File: src/hdl/fcsg_pkg.sv
`timescale 1ns / 1ps
// ----------------------------------------------------------------------------
// fcsg_pkg: shared definitions for the filled circle span generator
// widths, limits, sequencer states and the square root request/response types
// ----------------------------------------------------------------------------
package fcsg_pkg;

	localparam int COORD_W    = 12;   // input coordinate field width
	localparam int SPAN_W     = 13;   // output coordinate width
	localparam int RAD_W      = 5;    // radius field width
	localparam int MAX_RADIUS = 31;   // radius saturation limit
	localparam int COORD_BITS = 12;   // significant bits of a center field

	localparam int DY_W   = RAD_W + 1;        // signed row offset
	localparam int SQR_W  = 2 * RAD_W;        // radius squared
	localparam int ROOT_W = 2 * RAD_W + 1;    // working width of the root unit

	localparam logic [RAD_W-1:0] MAX_RAD_C = RAD_W'(MAX_RADIUS);

	typedef enum logic [1:0] {
		ST_IDLE,
		ST_ROW,
		ST_WAIT
	} fcsg_state_t;

	typedef struct packed {
		logic             start;
		logic [SQR_W-1:0] operand;
	} sq_req_t;

	typedef struct packed {
		logic             done;
		logic [RAD_W-1:0] root;
	} sq_rsp_t;

	// take the low COORD_BITS bits as two's complement, widen to the span width
	function automatic logic signed [SPAN_W-1:0] coord_ext(input logic [COORD_W-1:0] f);
		logic [SPAN_W-1:0] r;
		for (int i = 0; i < SPAN_W; i++) begin
			if (i < COORD_BITS && i < COORD_W)
				r[i] = f[i];
			else if (COORD_BITS > COORD_W)
				r[i] = 1'b0;
			else
				r[i] = f[COORD_BITS-1];
		end
		return signed'(r);
	endfunction

endpackage

File: src/hdl/fcsg_if.sv
`timescale 1ns / 1ps
// ----------------------------------------------------------------------------
// fcsg channel interfaces
// circle request channel and span result channel, valid/ready handshake
// ----------------------------------------------------------------------------
interface circle_if;
	logic                              valid;
	logic                              ready;
	logic signed [fcsg_pkg::COORD_W-1:0] center_x;
	logic signed [fcsg_pkg::COORD_W-1:0] center_y;
	logic        [fcsg_pkg::RAD_W-1:0]   radius;

	modport source (output valid, center_x, center_y, radius, input ready);
	modport sink   (input valid, center_x, center_y, radius, output ready);
endinterface

interface span_if;
	logic                               valid;
	logic                               ready;
	logic signed [fcsg_pkg::SPAN_W-1:0] span_row;
	logic signed [fcsg_pkg::SPAN_W-1:0] span_start;
	logic signed [fcsg_pkg::SPAN_W-1:0] span_end;
	logic                               last_span;

	modport source (output valid, span_row, span_start, span_end, last_span, input ready);
	modport sink   (input valid, span_row, span_start, span_end, last_span, output ready);
endinterface

File: src/hdl/fcsg_isqrt.sv
`timescale 1ns / 1ps
// ----------------------------------------------------------------------------
// fcsg_isqrt: iterative integer square root
// floor root of a ten-bit value, one radix-4 digit per cycle, done low in busy cycles
// ----------------------------------------------------------------------------
module fcsg_isqrt (
	input  logic              clk,
	input  logic              arst_n,
	input  fcsg_pkg::sq_req_t req,
	output fcsg_pkg::sq_rsp_t rsp
);
	import fcsg_pkg::*;

	logic              busy_q;
	logic [ROOT_W-1:0] n_q;
	logic [ROOT_W-1:0] root_q;
	logic [ROOT_W-1:0] bit_q;
	logic [ROOT_W:0]   trial;
	logic              take;

	assign trial = {1'b0, root_q} + {1'b0, bit_q};
	assign take  = {1'b0, n_q} >= trial;

	always_ff @(posedge clk or negedge arst_n) begin
		if (!arst_n) begin
			busy_q <= 1'b0;
		end else if (req.start) begin
			busy_q <= 1'b1;
		end else if (busy_q && bit_q == ROOT_W'(1)) begin
			busy_q <= 1'b0;
		end
	end

	always_ff @(posedge clk) begin
		if (req.start) begin
			n_q    <= ROOT_W'(req.operand);
			root_q <= '0;
			bit_q  <= ROOT_W'(1) << (ROOT_W - 1);
		end else if (busy_q) begin
			if (take) begin
				n_q    <= n_q - trial[ROOT_W-1:0];
				root_q <= (root_q >> 1) + bit_q;
			end else begin
				root_q <= root_q >> 1;
			end
			bit_q <= bit_q >> 2;
		end
	end

	assign rsp.done = !busy_q;
	assign rsp.root = root_q[RAD_W-1:0];

endmodule

File: src/hdl/filled_circle_span_generator.sv
`timescale 1ns / 1ps
// ----------------------------------------------------------------------------
// filled_circle_span_generator: scanline spans of a filled circle
// one circle request in, 2r+1 horizontal span requests out, top row first
// ----------------------------------------------------------------------------
// usage
//   circle channel: center_x, center_y (two's complement) and radius; a
//   request is taken only while the block is idle, radius saturates at the
//   configured maximum
//   span channel: one request per row, from row offset -r to +r, carrying
//   the row, start and end columns; last_span marks the bottom row
// row sequence
//   each row forms r*r - dy*dy, runs it through the shared radix-4 square
//   root unit and then loads the output register; the root of the next row
//   is started only after the previous span has been loaded
// reset
//   arst_n clears the sequencer, the root unit's busy flag and the output valid
// stalls
//   spans sit in an output register; while the receiver holds ready low the
//   next row is computed and waits, and a new circle is taken as soon as the
//   last span is loaded, even if it is still waiting to be picked up
// ----------------------------------------------------------------------------
module filled_circle_span_generator (
	input logic     clk,
	input logic     arst_n,
	circle_if.sink  circle,
	span_if.source  span
);
	import fcsg_pkg::*;

	fcsg_state_t state_q, state_d;

	// held circle
	logic signed [SPAN_W-1:0] cx_q;
	logic signed [SPAN_W-1:0] cy_q;
	logic [RAD_W-1:0]         r_q;
	logic [SQR_W-1:0]         rr_q;
	logic signed [DY_W-1:0]   dy_q;

	// output register
	logic                     out_valid_q;
	logic signed [SPAN_W-1:0] row_q;
	logic signed [SPAN_W-1:0] start_q;
	logic signed [SPAN_W-1:0] end_q;
	logic                     last_q;

	logic             accept;
	logic [RAD_W-1:0] r_sat;
	logic [RAD_W-1:0] mag;
	logic [SQR_W-1:0] mag_sq;
	logic             slot_free;
	logic             load;
	logic             at_last;
	logic signed [SPAN_W-1:0] half;

	sq_req_t sq_req;
	sq_rsp_t sq_rsp;

	fcsg_isqrt u_isqrt (
		.clk    (clk),
		.arst_n (arst_n),
		.req    (sq_req),
		.rsp    (sq_rsp)
	);

	assign accept = circle.valid && circle.ready;
	assign r_sat  = (circle.radius > MAX_RAD_C) ? MAX_RAD_C : circle.radius;

	// |dy| and its square for the remainder under the root
	assign mag    = dy_q[DY_W-1] ? RAD_W'(-dy_q) : dy_q[RAD_W-1:0];
	assign mag_sq = SQR_W'({{RAD_W{1'b0}}, mag} * {{RAD_W{1'b0}}, mag});

	assign slot_free = !out_valid_q || span.ready;
	assign at_last   = (dy_q == signed'({1'b0, r_q}));
	assign half      = signed'(SPAN_W'(sq_rsp.root));

	// next state
	always_comb begin
		state_d = state_q;
		case (state_q)
			ST_IDLE: begin
				if (accept)
					state_d = ST_ROW;
			end
			ST_ROW: begin
				state_d = ST_WAIT;
			end
			ST_WAIT: begin
				if (sq_rsp.done && slot_free)
					state_d = at_last ? ST_IDLE : ST_ROW;
			end
			default: begin
				state_d = ST_IDLE;
			end
		endcase
	end

	// outputs of the sequencer
	always_comb begin
		circle.ready   = 1'b0;
		sq_req.start   = 1'b0;
		sq_req.operand = rr_q - mag_sq;
		load           = 1'b0;
		case (state_q)
			ST_IDLE: circle.ready = 1'b1;
			ST_ROW:  sq_req.start = 1'b1;
			ST_WAIT: load = sq_rsp.done && slot_free;
			default: circle.ready = 1'b0;
		endcase
	end

	always_ff @(posedge clk or negedge arst_n) begin
		if (!arst_n) begin
			state_q     <= ST_IDLE;
			out_valid_q <= 1'b0;
		end else begin
			state_q <= state_d;
			if (load)
				out_valid_q <= 1'b1;
			else if (span.ready)
				out_valid_q <= 1'b0;
		end
	end

	// circle capture and row walk
	always_ff @(posedge clk) begin
		if (accept) begin
			cx_q <= coord_ext(circle.center_x);
			cy_q <= coord_ext(circle.center_y);
			r_q  <= r_sat;
			rr_q <= SQR_W'({{RAD_W{1'b0}}, r_sat} * {{RAD_W{1'b0}}, r_sat});
			dy_q <= -signed'({1'b0, r_sat});
		end else if (load) begin
			dy_q <= dy_q + DY_W'(1);
		end
	end

	// span payload
	always_ff @(posedge clk) begin
		if (load) begin
			row_q   <= cy_q + SPAN_W'(dy_q);
			start_q <= cx_q - half;
			end_q   <= cx_q + half;
			last_q  <= at_last;
		end
	end

	assign span.valid      = out_valid_q;
	assign span.span_row   = row_q;
	assign span.span_start = start_q;
	assign span.span_end   = end_q;
	assign span.last_span  = last_q;

	// checks
	a_root_busy: assert property (@(posedge clk) disable iff (!arst_n)
		sq_req.start |=> !sq_rsp.done)
		else $error("root unit reports done right after a start");

	a_more_rows: assert property (@(posedge clk) disable iff (!arst_n)
		(span.valid && !span.last_span) |-> (state_q != ST_IDLE))
		else $error("sequencer idle while rows of a circle remain");

	a_accept_row: assert property (@(posedge clk) disable iff (!arst_n)
		accept |=> (state_q == ST_ROW && dy_q == -signed'({1'b0, r_q})))
		else $error("circle taken without starting at the top row");

endmodule
File: src/flat_wrapper.sv
// flat-port wrapper written by rule: the top's interface ports become plain ports
module filled_circle_span_generator_flat import fcsg_pkg::*;
  (clk, arst_n, circle_valid, circle_center_x, circle_center_y, circle_radius, circle_ready, span_valid, span_span_row, span_span_start, span_span_end, span_last_span, span_ready);
  circle_if circle_i ();
  span_if span_i ();
  input logic clk;
  input logic arst_n;
  input wire logic [$bits(circle_i.valid)-1:0] circle_valid;
  input wire logic [$bits(circle_i.center_x)-1:0] circle_center_x;
  input wire logic [$bits(circle_i.center_y)-1:0] circle_center_y;
  input wire logic [$bits(circle_i.radius)-1:0] circle_radius;
  output wire logic [$bits(circle_i.ready)-1:0] circle_ready;
  output wire logic [$bits(span_i.valid)-1:0] span_valid;
  output wire logic [$bits(span_i.span_row)-1:0] span_span_row;
  output wire logic [$bits(span_i.span_start)-1:0] span_span_start;
  output wire logic [$bits(span_i.span_end)-1:0] span_span_end;
  output wire logic [$bits(span_i.last_span)-1:0] span_last_span;
  input wire logic [$bits(span_i.ready)-1:0] span_ready;
  assign circle_i.valid = circle_valid;
  assign circle_i.center_x = circle_center_x;
  assign circle_i.center_y = circle_center_y;
  assign circle_i.radius = circle_radius;
  assign circle_ready = circle_i.ready;
  assign span_valid = span_i.valid;
  assign span_span_row = span_i.span_row;
  assign span_span_start = span_i.span_start;
  assign span_span_end = span_i.span_end;
  assign span_last_span = span_i.last_span;
  assign span_i.ready = span_ready;
  filled_circle_span_generator u_core (.clk(clk), .arst_n(arst_n), .circle(circle_i), .span(span_i));
endmodule
File: config.mk
export PLATFORM = sky130hd
export DESIGN_NAME = filled_circle_span_generator_flat
export DESIGN_NICKNAME = d
export VERILOG_FILES = /design/src/hdl/fcsg_pkg.sv /design/src/hdl/fcsg_if.sv /design/src/hdl/fcsg_isqrt.sv /design/src/hdl/filled_circle_span_generator.sv /design/src/flat_wrapper.sv
export SDC_FILE = /design/constraint.sdc
export NUM_CORES = 1
export LEC_CHECK = 0
export ABC_AREA = 0
export BUFFER_PORTS_ARGS = -buffer_cell sky130_fd_sc_hd__buf_2
export CAP_MARGIN = 20
export CELL_PAD_IN_SITES_DETAIL_PLACEMENT = 0
export CELL_PAD_IN_SITES_GLOBAL_PLACEMENT = 2
export CORE_MARGIN = 2
export CORE_UTILIZATION = 39
export DETAILED_ROUTE_END_ITERATION = 7
export PLACE_DENSITY_LB_ADDON = 0.15
export SYNTH_ARGS = -nofsm -noshare
export SYNTH_HDL_FRONTEND = slang
export SYNTH_SLANG_ARGS = --single-unit
File: constraint.sdc
create_clock -name clk -period 6.5 [get_ports clk]
set_input_delay 0.325 -clock clk [delete_from_list [all_inputs] [get_ports clk]]
set_output_delay 0.325 -clock clk [all_outputs]
set_load 0.1 [all_outputs]
== Word-level counts from Yosys, hierarchy flattened ==
Cells that the tools add are included.
W data, S select, Z words.
Storage, ports and cells
  register bits: 117
  input bits: 33
  output and inout port bits: 42
  logic and storage cells: 70
Cells by class
  add/subtract/negate cells: 10
  multipliers: 2
  order comparisons: 2
  equal/unequal tests: 6
  mux-type cells: 19
  reduce and logical (&&, ||, !) cells: 15
Operators with widths (count)
  $mux W10: 3
  $add A12 B6 Y13: 2
  $mul A5 B5 Y10: 2
  $sub A12 B6 Y13: 1
  $add A11 B11 Y12: 1
  $ge A11 B12 Y1: 1
  $mux W6: 2
  $add A10 B11 Y11: 1
  $mux W11: 1
  $sub A11 B11 Y11: 1
  $mux W5: 2
  $reduce_bool A2 Y1: 5
  $sub A10 B10 Y10: 1
  $mux W1: 8
  $add A6 B2 Y6 const B: 1
  $eq A6 B1 Y1 const B: 1
  $eq A6 B6 Y1: 1
  $neg A5 Y6: 1
  $pmux W2 S3: 1
  $reduce_and A2 Y1: 3
  $gt A5 B5 Y1 const B: 1
  $neg A5 Y5: 1
  $mux W2: 2
  $ne A2 B1 Y1 const B: 2
  6 further kinds: 9

== Logic depth before layout (Yosys ltp) ==
Gate-level depths: netlist (run 1).
  word-level depth: 6
  mapped depth: 21

== Cells and area by module ==
A second synthesis (run 1) with hierarchy kept.
Second synthesis, totals
  cell total of the unflattened synthesis: 785
  area total of the unflattened synthesis: 8134.1 sq um
Modules (own cells, without submodules)
  filled_circle_span_generator: instances 1, cells each 503, area an instance 5524.0 sq um
  fcsg_isqrt: instances 1, cells each 282, area an instance 2610.0 sq um

== Worst setup path before layout (run 1) ==
Ideal clock, no wire load.
  path type: register to register
  from: register u_core.dy_q[0]
  to: register u_core.u_isqrt.n_q[8], data pin
  setup time: 271 ps
  arrival time: 4394 ps
  required time: 6229 ps
  slack: 1836 ps
  stages on the path, launching flop included: 21
  cell sequence: edfxtp_1 -> buf_6 -> inv_1 -> ha_1 -> inv_1 -> o31ai_1 -> xor2_1 -> nor2_1 -> inv_1 -> fa_1 -> fa_1 -> inv_1 -> fa_1 -> inv_1 -> ha_1 -> inv_1 -> o21bai_1 -> a2111oi_0 -> nor3_1 -> xnor2_1 -> a21oi_1
On the way
  longest elaborated chain between the ends: 5
RTL lines
  start, declared: RTL line filled_circle_span_generator.sv:38  | logic signed [DY_W-1:0] dy_q;
  start signal, assigned: RTL line filled_circle_span_generator.sv:132  | dy_q <= -signed'({1'b0, r_sat});
  start signal, assigned: RTL line filled_circle_span_generator.sv:134  | dy_q <= dy_q + DY_W'(1);
  $neg A5 Y5: RTL line filled_circle_span_generator.sv:70  | assign mag = dy_q[DY_W-1] ? RAD_W'(-dy_q) : dy_q[RAD_W-1:0];
  $mux W5 *: RTL line filled_circle_span_generator.sv:70
  $mul A5 B5 Y10 *: RTL line filled_circle_span_generator.sv:71  | assign mag_sq = SQR_W'({{RAD_W{1'b0}}, mag} * {{RAD_W{1'b0}}, mag});
  $sub A10 B10 Y10 *: RTL line filled_circle_span_generator.sv:102  | sq_req.operand = rr_q - mag_sq;
  $mux W10 *: RTL line fcsg_isqrt.sv:35  | if (req.start) begin
  end signal, assigned: RTL line fcsg_isqrt.sv:36  | n_q <= ROOT_W'(req.operand);
  end signal, assigned: RTL line fcsg_isqrt.sv:41  | n_q <= n_q - trial[ROOT_W-1:0];
  end, declared: RTL line fcsg_isqrt.sv:15  | logic [ROOT_W-1:0] n_q;
Every way passes the cells marked *; elsewhere a longest branch is shown, timed or not.
A chain may end at the register's enable or synchronous reset.

== Final worst setup path (run 1) ==
Ends and elaborated chain as after synthesis.

==> impl_metrics.yaml, run 1 <==
sta:
  finalHoldViolations: 0
  finalSetupTns_ps: 0
  maxSlewViolCount: 0
  fmax_mhz: 197
  finClkSkew_ps: 11.4
  fin_crit_sh: 0.781
  worst_pin_slew_ps: 861
  finalSetupViolations: 0
  rsz0062_at_grt: "no"
  min_period_ps: 5080
  relSlewSlack: 0.426
synth:
  synth_seq_area_share: 0.426
  synth_cells: 734
  syn_nets: 862
  synth_flop_cell: "edfxtp_1"
  synth_edf_count: 92
  ys_top_cells_by_area: "edfxtp_1 37%, ha_1 13%, xnor2_1 6.6%, dfxtp_1 4.8%, fa_1 4.2%"
  ys_async_sr_fraction: 0.0351
  ys_ff_latch: 114
  syn_area_per_cell_um2: 10.3
  ys_types: 52
  yosys_warnings: 0
  yosys.area.top_type: "edfxtp_1"
  synth_top_cell_area_share: 0.365
  syn_area_mm2: 0.00756
worst_setup_path:
  worst_ep_arrival_time_ps: 5230
  crit_slowest_cell: "edfxtp_1"
  critical_path.top_delay_family: "adder cells"
  cpPeakStageDelay_ps: 580
  crit_top_cell: "inv_1"
  startpoint_type: "flip-flop"
  path_cells: "inv_1 -> ha_1 -> inv_1 -> o31ai_1 -> xor2_1 -> nor2_1 -> inv_1 -> fa_1 -> fa_1 -> inv_1 -> fa_1 -> inv_1 -> ha_1 -> inv_1 -> o21bai_1 -> a2111oi_0 -> nor3_1 -> xnor2_1 -> a21oi_1"
  path_buf_inv: 6
  path_max_fanout: 12
  cp-end-kind: "flip-flop"
  cp_data_required_time_ps: 6650
  path_class: "flip-flop to flip-flop"
global_route:
  grt_max_degree: 37
  grt_pass1_vias: 5365
  grt_first_pass_wirelength_um: 25800
  overflow: 0
  grt_use_total: 0.160
  antenna_found_initial: 0
finish:
  syn_to_final_growth_pct: 16.4
  finalNetCount: 938
  final_area_mm2: 0.00880
  seq_area_mm2: 0.00322
  antennaDiodeCount: 0
  n_fill_cell: 1819
  multi_input_area_mm2: 0.00397
  drive_above_1_share: 0.154
clock_network:
  cts_buffers: 17
  cts_sinks: 114
  clockRootBuffer: "clkbuf_16"
  post_cts_resized: 0
  cts.htree.levels: 4
  clk_pin_slew_ps: 60
  cts_tree: "yes"
  clkLatencyLatePin_ps: 410
  cts_buffer_depth: 2
placed_design:
  dp_hpwl_um: 11600
  dpl_cell_area_mm2: 0.00820
  gp_congestion: 0.798
  io_buffers: 74
floorplanning:
  die_area_mm2: 0.0205
  die_width_um: 143
  core-area_mm2: 0.0189
  std_cell_rows: 50
  pin_count: 75
  fp.dieH_um: 143
  initial_core_util: 0.400
route:
  wl_per_cell_um: 14.2
  totalWireLength_um: 15400
  num_vias: 5270
  dr.pass1.iters: 6
  viasPerCell: 4.87
  drt_iter0_markers: 190
  ant_nets: 0
  drc: 0
worst_hold_path:
  hold_path.class: "input pin to flip-flop"
run_status:
  outcome: "finished clean"
flow_run:
  drv_cap: 0
[cell usage in the layout (no fill, tap or decap), types with 17 or more instances in the layout]
master,netlist,routed
buf_2,0,74
edfxtp_1,92,92
nand2_1,46,46
xnor2_1,57,57
inv_1,71,71
nor3_1,18,17
nor2_1,63,63
a21oi_1,54,54
ha_1,79,79
nor2b_1,18,18
dfxtp_1,18,18
o21ai_0,26,26
xor2_1,23,23
clkbuf_16,0,17
[metal layers]
layer | part of all wire | up-vias | wire [um] | track usage
met1 | 0.47 | 2484 | 7230 | 0.200
met3 | 0.026 | 9 | 394 | 0.0362
li1 | - | 2708 | - | -
met5 | 0 | - | 0 | 0
met2 | 0.50 | 69 | 7650 | 0.282
met4 | 0.0064 | 0 | 99 | 0.0372
[cells in the mapped netlist, types with 3 or more instances]
cell / instances
edfxtp_1: 92
ha_1: 79
inv_1: 71
nor2_1: 63
xnor2_1: 57
a21oi_1: 54
nand2_1: 46
o21ai_0: 26
xor2_1: 23
clkbuf_1: 18
dfxtp_1: 18
nor2b_1: 18
nor3_1: 18
fa_1: 16
a21o_1: 12
mux2i_1: 12
nand2b_1: 11
nand3_1: 10
or2_2: 9
a211oi_1: 7
o21bai_1: 7
and2_1: 6
o21a_1: 6
a31oi_1: 5
dfrtp_1: 4
a21boi_0: 3
and3_1: 3
buf_1: 3
o31ai_1: 3
or3_1: 3
[worst paths after layout]
path	startpoint	to	slack, ps	depth (start not counted)
worst max register to register	u_core.dy_q[0]$_DFFE_PP_	u_core.u_isqrt.n_q[8]$_DFFE_PP_	1420	19
worst max-delay path	u_core.dy_q[0]$_DFFE_PP_	u_core.u_isqrt.n_q[8]$_DFFE_PP_	1420	19
min in group asynchronous	arst_n	u_core.u_isqrt.busy_q$_DFFE_PN0P_	280	2
worst min register to register	u_core.u_isqrt.n_q[10]$_SDFFE_PP0P_	u_core.u_isqrt.n_q[10]$_SDFFE_PP0P_	480	2
worst min-delay path	circle_center_x[7]	u_core.cx_q[7]$_DFFE_PP_	80	1
max in group asynchronous	arst_n	u_core.state_q[1]$_DFFE_PN0P_	6060	2
[registers in the layout (all words and copies together) (netlist names)]
signal	count
u_core.dy_q	6
u_core.span.valid	1
u_core.u_isqrt.root_q	11
u_core.cx_q	12
u_core.u_isqrt.n_q	11
u_core.u_isqrt.busy_q	1
u_core.state_q	2
u_core.u_isqrt.bit_q	6
u_core.cy_q	12
u_core.span.span_end	13
u_core.rr_q	9
u_core.r_q	4
u_core.span.span_row	13
u_core.span.last_span	1
u_core.span.span_start	12
[logic make-up after synthesis]
| family | after synthesis | share of synthesized area |
|---|---|---|
| XOR/XNOR | 80 | 0.0927 |
| AND/OR/NAND/NOR | 194 | 0.121 |
| AO/OA/AOI/OAI | 140 | 0.117 |
| flip-flops | 114 | 0.426 |
| buffers and inverters | 96 | 0.0496 |
| multiplexers | 15 | 0.0207 |
| adder cells (fa/ha/maj) | 95 | 0.173 |
[through the flow]
stage | setup WS (ps) | util | hold slack (ps) | std cells
final | 1420 | 0.466 | 84.5 | 1083
after detailed placement | 1440 | 0.434 | 169 | 1050
after global placement | 1540 | 0.434 | 163 | 1050
after global routing | 1040 | 0.466 | 67.4 | 1083
after CTS | 1400 | 0.466 | 67.2 | 1083
after floorplan | 1840 | - | 29.4 | 734
[area by class of cell]
type | instances | share of cell area
clock inverters | 13 | 0.0180
clock buffers | 19 | 0.0492
repair buffers | 81 | 0.0483
well taps | 260 | 0.0369
inverters | 72 | 0.0307
flip-flops and latches | 114 | 0.366
multi-input cells | 524 | 0.451
[what timing repair did]
item                      CTS  global route
hold endpoints to repair    4             0
setup buffers               0             0
hold buffers                1             0
Power of run 1 is not shown: default switching activity piles up to over one toggle a cycle in this logic, so the estimate is an artifact.
==> run 2, diff against run 1 <==
==> constraint.sdc (replaced) <==
create_clock -name clk -period 5.2 [get_ports clk]
set_input_delay 0.26 -clock clk [delete_from_list [all_inputs] [get_ports clk]]
set_output_delay 0.26 -clock clk [all_outputs]
set_load 0.1 [all_outputs]
==> run 2 against run 1 <==
Setup slack lost 930 ps; non-clock buffer count is 8 higher; clock skew fell by 2.1 ps; worst hold slack got worse by 70 ps; count of clock-buffer cells in the layout shrank 1; sequential share of layout area fell by 0.44 points; cell area rose by 1.2%; sequential cell count is the same; critical path depth unchanged; final cell count is 0.74% higher; wire length rose by 2.8%.
==> impl_metrics.yaml, run 2 (synthesis results as in run 1) <==
run_status:
  outcome: "finished clean"
worst_setup_path:
  path_class: "flip-flop to flip-flop"
  startpoint_type: "flip-flop"
  crit_slowest_cell: "fa_1"
  critical_path.top_delay_family: "adder cells"
  cp_data_required_time_ps: 5350
  crit_top_cell: "inv_1"
  cpPeakStageDelay_ps: 540
  cp-end-kind: "flip-flop"
  path_max_fanout: 5
  path_buf_inv: 6
  path_cells: "inv_1 -> ha_1 -> inv_1 -> o31ai_1 -> xor2_1 -> nor2_1 -> inv_1 -> fa_1 -> fa_1 -> inv_1 -> fa_1 -> inv_1 -> ha_1 -> inv_1 -> o21bai_1 -> a2111oi_0 -> nor3_1 -> xnor2_1 -> a21oi_1"
  worst_ep_arrival_time_ps: 4850
route:
  viasPerCell: 4.88
  totalWireLength_um: 15800
  drt_iter0_markers: 175
  ant_nets: 0
  wl_per_cell_um: 14.5
  num_vias: 5322
  drc: 0
  dr.pass1.iters: 4
global_route:
  overflow: 0
  grt_first_pass_wirelength_um: 26600
  antenna_found_initial: 0
  grt_use_total: 0.165
  grt_pass1_vias: 5515
  grt_max_degree: 33
clock_network:
  cts_tree: "yes"
  clockRootBuffer: "clkbuf_16"
  clkLatencyLatePin_ps: 420
  post_cts_buffers: 0
  cts.htree.levels: 4
  clk_pin_slew_ps: 60
  cts_sinks: 114
  cts_buffer_depth: 2
  post_cts_resized: 0
  cts_hold_buffers: 2
  cts_buffers: 17
floorplanning:
  std_cell_rows: 50
  fp.dieH_um: 143
  die_area_mm2: 0.0205
  pin_count: 75
  die_width_um: 143
  initial_core_util: 0.400
  core-area_mm2: 0.0189
sta:
  finalSetupViolations: 0
  relSlewSlack: 0.581
  maxSlewViolCount: 0
  finalSetupTns_ps: 0
  rsz0062_at_grt: "no"
  worst_pin_slew_ps: 622
  holdWs_ps: 14.6
  min_period_ps: 4710
  finClkSkew_ps: 9.27
  fmax_mhz: 213
  fin_crit_sh: 0.905
  finalHoldViolations: 0
placed_design:
  gp_congestion: 0.813
  dp_hpwl_um: 11900
  io_buffers: 74
finish:
  n_fill_cell: 1798
  syn_to_final_growth_pct: 17.9
  final_common_cell: "edfxtp_1"
  layout_common_cells: "92 x edfxtp_1, 79 x ha_1, 74 x buf_2"
  finalNetCount: 946
  drive_above_1_share: 0.164
  antennaDiodeCount: 0
  seq_area_mm2: 0.00322
  multi_input_area_mm2: 0.00397
flow_run:
  drv_cap: 0
worst_hold_path:
  hold_path.class: "input pin to flip-flop"
-- run 2: changes by cell type in the layout (fill, tap and decap cells not counted), sizes merged --
| cell | delta |
|---|---|
| clkbuf | -1 |
| bufinv | +1 |
| clkinv | +3 |
| clkinvlp | -3 |
| buf | +6 |
| dlygate4sd3 | +2 |
-- run 2: per-layer routing --
layer / vias to the layer above / global-route usage / routed length (um)
met3: 15 / 0.0362 / 516
met4: 0 / 0.0501 / 234
li1: 2719 / - / -
met2: 86 / 0.280 / 7750
met5: - / 0 / 0
met1: 2502 / 0.210 / 7310
-- run 2: worst register-to-register path, cell delays in order, from the launching register on --
cell	delay, ps
edfxtp_1	380
inv_1	120
ha_1	210
inv_1	70
o31ai_1	240
xor2_1	340
nor2_1	120
inv_1	100
fa_1	450
fa_1	540
inv_1	50
fa_1	520
inv_1	40
ha_1	330
inv_1	70
o21bai_1	80
a2111oi_0	410
nor3_1	130
xnor2_1	150
a21oi_1	80
-- run 2: final timing paths --
path | end | cells after the start | start | slack [ps]
worst max register to register | u_core.u_isqrt.n_q[8]$_DFFE_PP_ | 19 | u_core.dy_q[1]$_DFFE_PP_ | 490
worst min-delay path | u_core.cy_q[11]$_DFFE_PP_ | 1 | circle_center_y[11] | 10
min in group asynchronous | u_core.state_q[0]$_DFFE_PN0P_ | 2 | arst_n | 210
worst min register to register | u_core.u_isqrt.n_q[10]$_SDFFE_PP0P_ | 2 | u_core.u_isqrt.n_q[10]$_SDFFE_PP0P_ | 480
max in group asynchronous | u_core.span.valid$_DFFE_PN0P_ | 2 | arst_n | 4860
worst max-delay path | u_core.u_isqrt.n_q[8]$_DFFE_PP_ | 19 | u_core.dy_q[1]$_DFFE_PP_ | 490
-- run 2: layout make-up --
class                   instances  area share
clock buffers                  18      0.0482
inverters                      72      0.0303
well taps                     260      0.0365
repair buffers                 89      0.0550
flip-flops and latches        114       0.362
multi-input cells             524       0.445
clock inverters                14      0.0230
-- run 2: metrics by stage --
| stage | cell area, um2 | setup slack [ps] | util | cells |
|---|---|---|---|---|
| after floorplan | 7560 | 536 | - | 734 |
| after global placement | 8250 | 565 | 0.437 | 1056 |
| after detailed placement | 8250 | 518 | 0.437 | 1056 |
| after CTS | 8900 | 499 | 0.471 | 1090 |
| after global routing | 8910 | 145 | 0.472 | 1091 |
| final | 8910 | 494 | 0.472 | 1091 |
Power of run 2 is left out for the same reason.
